--- config.mk ---
export PLATFORM = sky130hd
export DESIGN_NAME = rsi_fifo
export DESIGN_NICKNAME = d
export VERILOG_FILES = /design/src/rsi_pkg.sv /design/src/rsi_fifo.sv
export SDC_FILE = /design/constraint.sdc
export NUM_CORES = 1
export LEC_CHECK = 0
export BUFFER_PORTS_ARGS = -buffer_cell sky130_fd_sc_hd__buf_4
export CORE_MARGIN = 1.5
export CORE_UTILIZATION = 51
export CTS_CLUSTER_SIZE = 10
export DETAILED_ROUTE_END_ITERATION = 8
export GPL_ROUTABILITY_DRIVEN = 0
export GPL_TIMING_DRIVEN = 0
export PLACE_DENSITY = 0.75
export REMOVE_ABC_BUFFERS = 1
export SKIP_LAST_GASP = 1
export SLEW_MARGIN = 20
export SYNTH_ARGS = -nofsm -noshare
export SYNTH_HDL_FRONTEND = slang
export SYNTH_SLANG_ARGS = --single-unit
--- constraint.sdc ---
create_clock -name clk_i -period 33.4 [get_ports clk_i]
set_clock_uncertainty 0.15 [all_clocks]
set_input_delay 5.01 -clock clk_i [delete_from_list [all_inputs] [get_ports clk_i]]
set_output_delay 5.01 -clock clk_i [all_outputs]
set_load 0.01 [all_outputs]
--- src/rsi_pkg.sv ---
package rsi_pkg;

  localparam int COORD_FRAC_BITS = 16;
  localparam int DIR_FRAC_BITS   = 30;

  localparam logic [30:0] RADIUS_RESET = 31'(1) << COORD_FRAC_BITS;

  localparam int FIFO_DEPTH = 4;
  localparam int FIFO_AW    = $clog2(FIFO_DEPTH);

  // one result bit per stage
  localparam int SQ_STAGES  = 67;
  localparam int DIV_STAGES = 61;
  localparam int NRM_STAGES = 31;

  typedef enum logic [1:0] {
    REG_CENTER_X,
    REG_CENTER_Y,
    REG_CENTER_Z,
    REG_RADIUS
  } cfg_reg_e;

  typedef struct packed {
    logic signed [31:0] orig_x;
    logic signed [31:0] orig_y;
    logic signed [31:0] orig_z;
    logic signed [31:0] dir_x;
    logic signed [31:0] dir_y;
    logic signed [31:0] dir_z;
    logic signed [31:0] t_near;
    logic signed [31:0] t_far;
  } ray_in_t;

  typedef struct packed {
    logic               hit_found;
    logic signed [31:0] hit_dist;
    logic signed [31:0] point_x;
    logic signed [31:0] point_y;
    logic signed [31:0] point_z;
    logic signed [31:0] normal_x;
    logic signed [31:0] normal_y;
    logic signed [31:0] normal_z;
  } hit_out_t;

  typedef struct packed {
    logic signed [31:0] center_x;
    logic signed [31:0] center_y;
    logic signed [31:0] center_z;
    logic        [30:0] sphere_radius;
  } sphere_cfg_t;

  // classified ray handed from front to back
  typedef struct packed {
    logic               miss;
    logic [133:0]       disc;
    logic signed [66:0] h;
    ray_in_t            ray;
  } fe_item_t;

  function automatic logic signed [31:0] sat32(input logic signed [71:0] x);
    logic signed [31:0] r;
    if (x > 72'sh7FFFFFFF) begin
      r = 32'sh7FFFFFFF;
    end else if (x < -72'sh80000000) begin
      r = 32'sh80000000;
    end else begin
      r = x[31:0];
    end
    return r;
  endfunction

endpackage

--- src/rsi_fifo.sv ---
module rsi_fifo (
  input  logic              clk_i,
  input  logic              rst_ni,
  input  logic              push_valid_i,
  output logic              push_stall_o,
  input  rsi_pkg::fe_item_t push_data_i,
  output logic              pop_valid_o,
  input  logic              pop_i,
  output rsi_pkg::fe_item_t pop_data_o
);
  import rsi_pkg::*;

  fe_item_t           mem_q [FIFO_DEPTH];
  logic [FIFO_AW-1:0] wr_q, rd_q;
  logic [FIFO_AW:0]   cnt_q;
  logic               push;

  assign push_stall_o = (cnt_q == (FIFO_AW + 1)'(FIFO_DEPTH));
  assign pop_valid_o  = (cnt_q != '0);
  assign push         = push_valid_i && !push_stall_o;
  assign pop_data_o   = mem_q[rd_q];

  always_ff @(posedge clk_i or negedge rst_ni) begin
    if (!rst_ni) begin
      wr_q  <= '0;
      rd_q  <= '0;
      cnt_q <= '0;
    end else begin
      if (push) wr_q <= wr_q + 1'b1;
      if (pop_i) rd_q <= rd_q + 1'b1;
      cnt_q <= cnt_q + (FIFO_AW + 1)'(push) - (FIFO_AW + 1)'(pop_i);
    end
  end

  always_ff @(posedge clk_i) begin
    if (push) mem_q[wr_q] <= push_data_i;
  end

`ifndef SYNTHESIS
  a_pop_nonempty: assert property (@(posedge clk_i) disable iff (!rst_ni)
    pop_i |-> cnt_q != '0) else $error("pop from empty queue");
  a_cnt_bound: assert property (@(posedge clk_i) disable iff (!rst_ni)
    cnt_q <= (FIFO_AW + 1)'(FIFO_DEPTH)) else $error("queue count overflow");
`endif

endmodule

======== Word-level counts from Yosys, hierarchy flattened ========
Memory sizes are Yosys's and may differ from the RTL's.
Cells that the tools add are included.
operators by class
  add/subtract/negate cells ............... 4
  equality and inequality tests ........... 1
  muxes and demuxes ....................... 2
  reductions and logical operators ........ 3
operator list
  kind                                         number
  adder 2 x 1 -> 2 bit, second input constant  2
  adder 3 x 1 -> 3 bit                         1
  == test 3 bit, second input constant         1
  nonzero test 3 bit                           1
  subtractor 3 x 1 -> 3 bit                    1
  2-to-1 mux 1 bit                             2
  logical AND 1 bit                            1
  logical NOT 1 bit                            1
storage, ports and cells
  flip-flop bits (word level) ............. 7
  bits in writable memories ............... 1832
  input port bits ......................... 462
  output and inout bits ................... 460
  word-level logic and storage cells ...... 14
  memories ................................ 1
memory list
  name   words  width  read ports  clocked after Yosys merged registers in  write ports  RTL line        text
  mem_q  4      458    1           0                                        1            rsi_fifo.sv:13  fe_item_t mem_q [FIFO_DEPTH];

======== Logic depth before layout (Yosys ltp) ========
  depth after elaboration ................. 5
  gate-level depth with buffers ........... 7
  gate-level depth less buffers ........... 7

======== Least setup slack after synthesis ========
OpenSTA, ideal clock, no wires.
  path kind ............................... in2reg
  start ................................... in push_valid_i
  end ..................................... mem mem_q[0][0] in the netlist's numbering, enable pin
  setup time .............................. 1.933 ns
  data arrival time ....................... 37.819 ns
  data required time ...................... 31.317 ns
  path slack .............................. -6.502 ns
  cell stages on the path ................. 2
  path buffers ............................ 0
  cell sequence ........................... inv_1 nor3b_1
on the way
  word-level cells in the longest chain between the ends .. 3
RTL lines
  item                                    RTL line        text
  start, declared                         rsi_fifo.sv:4   input logic push_valid_i,
  logical AND 1 bit                       rsi_fifo.sv:20  assign push = push_valid_i && !push_stall_o;
  2-to-1 mux 1 bit                        rsi_fifo.sv:36  if (push) mem_q[wr_q] <= push_data_i;
  2-to-1 mux 1 bit (not written as such)  rsi_fifo.sv:36
  end, declared                           rsi_fifo.sv:13
Every way passes these cells.

==> results.py <==
metrics = {
    "worst_setup_path": {
        "critPathBufInv": 9,
        "crit_top_cell": "buf_16",
        "crit_required_ns": 28.24,
        "crit_fanout": 35,
        "cpMaxStageDelayCell": "dfrtp_4",
        "reg2reg_depth": 16,
        "reg2reg_from": "cnt_q[2]$_DFF_PN0_",
        "critPathTopFamily": "buffers and inverters",
        "critPathLaunchType": "register",
        "cp.arrival_ns": 4.62,
        "worst_path_largest_cell_delay_ns": 0.65,
        "crit_type": "reg -> out",
        "cp_cell_sequence": "buf_16, buf_16, buf_16, buf_16, buf_16, buf_16, buf_16, buf_16, mux4_2, buf_4",
        "rrSetupSlack_ns": 28.77,
        "crit_path_end_kind": "output port",
        "r2r_end": "mem_q[2][207]$_DFFE_PP_",
    },
    "cts": {
        "worstSkewPairLatency_ns": 0.81,
        "cts_hold_repair.buffers": 0,
        "clockRootBuffer": "clkbuf_16",
        "htreeDepth": 4,
        "cts_resized": 0,
        "cts_tree": "yes",
        "cts_setup_buffers": 0,
        "cts_inserted_buffers": 204,
        "numClockSinks": 1839,
        "clk_pin_slew_ns": 0.05,
        "cts.path.max_buffers": 3,
    },
    "sta": {
        "rsz0062_at_grt": "no",
        "finalSetupViolations": 0,
        "hold_viol_final": 0,
        "worst_pin_slew_ns": 0.8537,
        "slew_headroom_pct": 42.83,
        "drv_slew": 0,
        "finalSetupTns_ns": 0,
        "period_minus_slack_ns": 9.782,
        "timing.final.crit_share_pct": 29.29,
        "max_freq_mhz": 102.2,
    },
    "synth": {
        "syn_inst": 2434,
        "netlist_area_sq_mm": 0.06657,
        "ys_types": 19,
        "avgSynthCellArea_sq_um": 27.35,
        "ys_seq_elements": 1839,
        "seq_area_frac_synth_pct": 82.90,
        "yosys_warnings": 0,
    },
    "floorplanning": {
        "die-width_um": 364.3,
        "fp.dieH_um": 364.3,
        "ios": 922,
        "dieArea_sq_mm": 0.1327,
        "rows": 132,
        "core_sq_mm": 0.1295,
        "initial_core_util_pct": 51.41,
    },
    "global_routing": {
        "antenna_found_initial": 33,
        "grt_usage_pct": 22.53,
        "grt_first_pass_wirelength_mm": 217.3,
        "grt_max_degree": 48,
        "grt_pass1_vias": 33400,
        "grt_overflow_total": 0,
    },
    "power_and_ir_drop": {
        "ir_drop_uv": 81.59,
        "p_leak_uw": 0.02882,
        "p_total_uw": 7624,
        "p_per_area_mw_per_mm2": 91.37,
    },
    "detailed_routing": {
        "ant_nets": 0,
        "drt_pass1_iterations": 6,
        "vias_per_cell": 5.628,
        "dr_total_vias": 31260,
        "drt_iter0_drc": 2215,
        "drc": 0,
        "wl_per_cell_um": 27.11,
        "wl_mm": 150.6,
    },
    "hold_path": {
        "hold_start": "cnt_q[0]$_DFF_PN0_",
        "hp-class": "reg -> reg",
        "holdPathEnd": "cnt_q[0]$_DFF_PN0_",
        "min_path_cells": 1,
    },
    "finish": {
        "nFillCells": 8200,
        "nNetsFinal": 4219,
        "area_delta_synth_final_pct": 25.34,
        "drive_gt1_share_pct": 50.24,
    },
    "placement": {
        "io_buffers": 921,
        "dp_hpwl_mm": 107.8,
    },
    "job": {
        "maxCapViolations": 0,
    },
    "status": {
        "status": "completed",
    },
}
-- layout by cell type, fill, tap and decap left out, types with 3 or more instances in the layout --
master	n
buf_16	20
clkbuf_1	16
ha_1	5
nand2_1	3
clkbuf_16	212
nand2b_1	5
nor3b_2	5
buf_6	61
clkinv_16	4
nand4bb_1	3
edfxtp_1	1832
clkinv_2	4
dfrtp_1	5
buf_12	7
xnor2_1	3
inv_1	5
mux4_2	458
buf_4	1125
diode_2	24
o211ai_1	3
-- Yosys cell counts --
| master | count | area share, % |
|---|---|---|
| edfxtp_1 | 1832 | 83 |
| nor3b_1 | 4 | 0.045 |
| nor3b_2 | 1 | 0.019 |
| clkbuf_1 | 8 | 0.045 |
| xnor2_1 | 3 | 0.039 |
| or3_1 | 1 | 0.0094 |
| nand4bb_1 | 3 | 0.051 |
| xor2_1 | 1 | 0.013 |
| buf_6 | 45 | 0.76 |
| buf_2 | 48 | 0.36 |
| nand2b_1 | 5 | 0.047 |
| dfrtp_1 | 7 | 0.26 |
| fa_1 | 1 | 0.030 |
| ha_1 | 5 | 0.094 |
| o211ai_1 | 3 | 0.034 |
| mux4_2 | 458 | 15 |
| inv_1 | 5 | 0.028 |
| buf_4 | 1 | 0.011 |
| nand2_1 | 3 | 0.017 |
-- worst max path at each step --
stage,start,end,cells past startpoint,slack (ns)
floorplan,push_valid_i,mem_q[0][0]$_DFFE_PP_,2,-6.50
global placement,push_valid_i,mem_q[1][102]$_DFFE_PP_,3,-33.59
CTS,rd_q[0]$_DFFE_PN0P_,pop_data_o[141],10,23.37
global route,rd_q[0]$_DFFE_PN0P_,pop_data_o[124],10,23.21
finish,rd_q[0]$_DFFE_PN0P_,pop_data_o[124],10,23.62
detailed placement,push_valid_i,mem_q[2][269]$_DFFE_PP_,17,24.21
-- worst register-to-register path: stages (launching register included) --
cell     delay [ns]
dfrtp_1        0.43
nor3b_2        0.25
nor3b_2        0.72
buf_4          0.33
buf_4          0.22
buf_6          0.17
buf_4          0.21
buf_4          0.21
buf_4          0.22
buf_4          0.21
buf_6          0.17
buf_6          0.15
buf_4          0.18
buf_4          0.19
buf_6          0.16
buf_6          0.14
buf_4          0.19
-- metrics by stage --
stage | instance area (sq um) | instances | hold slack [ns] | util, % | setup WS [ns]
after floorplan | 65790 | 2332 | 0.3925 | - | -6.502
after global placement | 74880 | 4995 | 0.4303 | 57.83 | -33.59
after detailed placement | 77820 | 5287 | 0.4512 | 60.10 | 24.21
after CTS | 83380 | 5530 | 0.4638 | 64.39 | 23.37
after global routing | 83430 | 5549 | 0.4839 | 64.43 | 23.21
final | 83440 | 5554 | 0.4558 | 64.44 | 23.62
-- logic make-up after synthesis --
kind of cell	Yosys count	share of synthesized area, %
fa+ha+maj	6	0.1240
xor+xnor	4	0.05264
simple gates	17	0.1879
mux	458	15.49
buf+inv	107	1.207
compound gates	3	0.03383
flops	1839	82.90
-- final cells by class --
class                           count  area [sq um]  area share, %
Antenna cell                       24         60.06        0.07198
Clock inverter                     15         197.7         0.2369
Sequential cell                  1839         55200          66.15
Multi-Input combinational cell    488         10600          12.70
Timing Repair Buffer             1213          9823          11.77
Inverter                            5         18.77        0.02249
Tap cell                         1742          2180          2.612
Clock buffer                      228          5365          6.430
-- state kept, by name (all words and copies together) (netlist names) --
register / count
mem_q: 1832
rd_q: 2
cnt_q: 3
wr_q: 2
-- routing by layer --
metal	GRT usage, %	part of all wire, %
met4	9.779	4.0
met3	8.519	9.6
met1	25.17	34
met2	38.58	52
met5	0	0.088
-- power by group --
group          switching [uW]  internal, uW  leakage, uW
logic                    1280          1270      0.00925
registers                 110          3030       0.0169
clock network             814          1120      0.00272
total                    2210          5420       0.0288
Note: power is estimated with default switching activity, not from simulation.
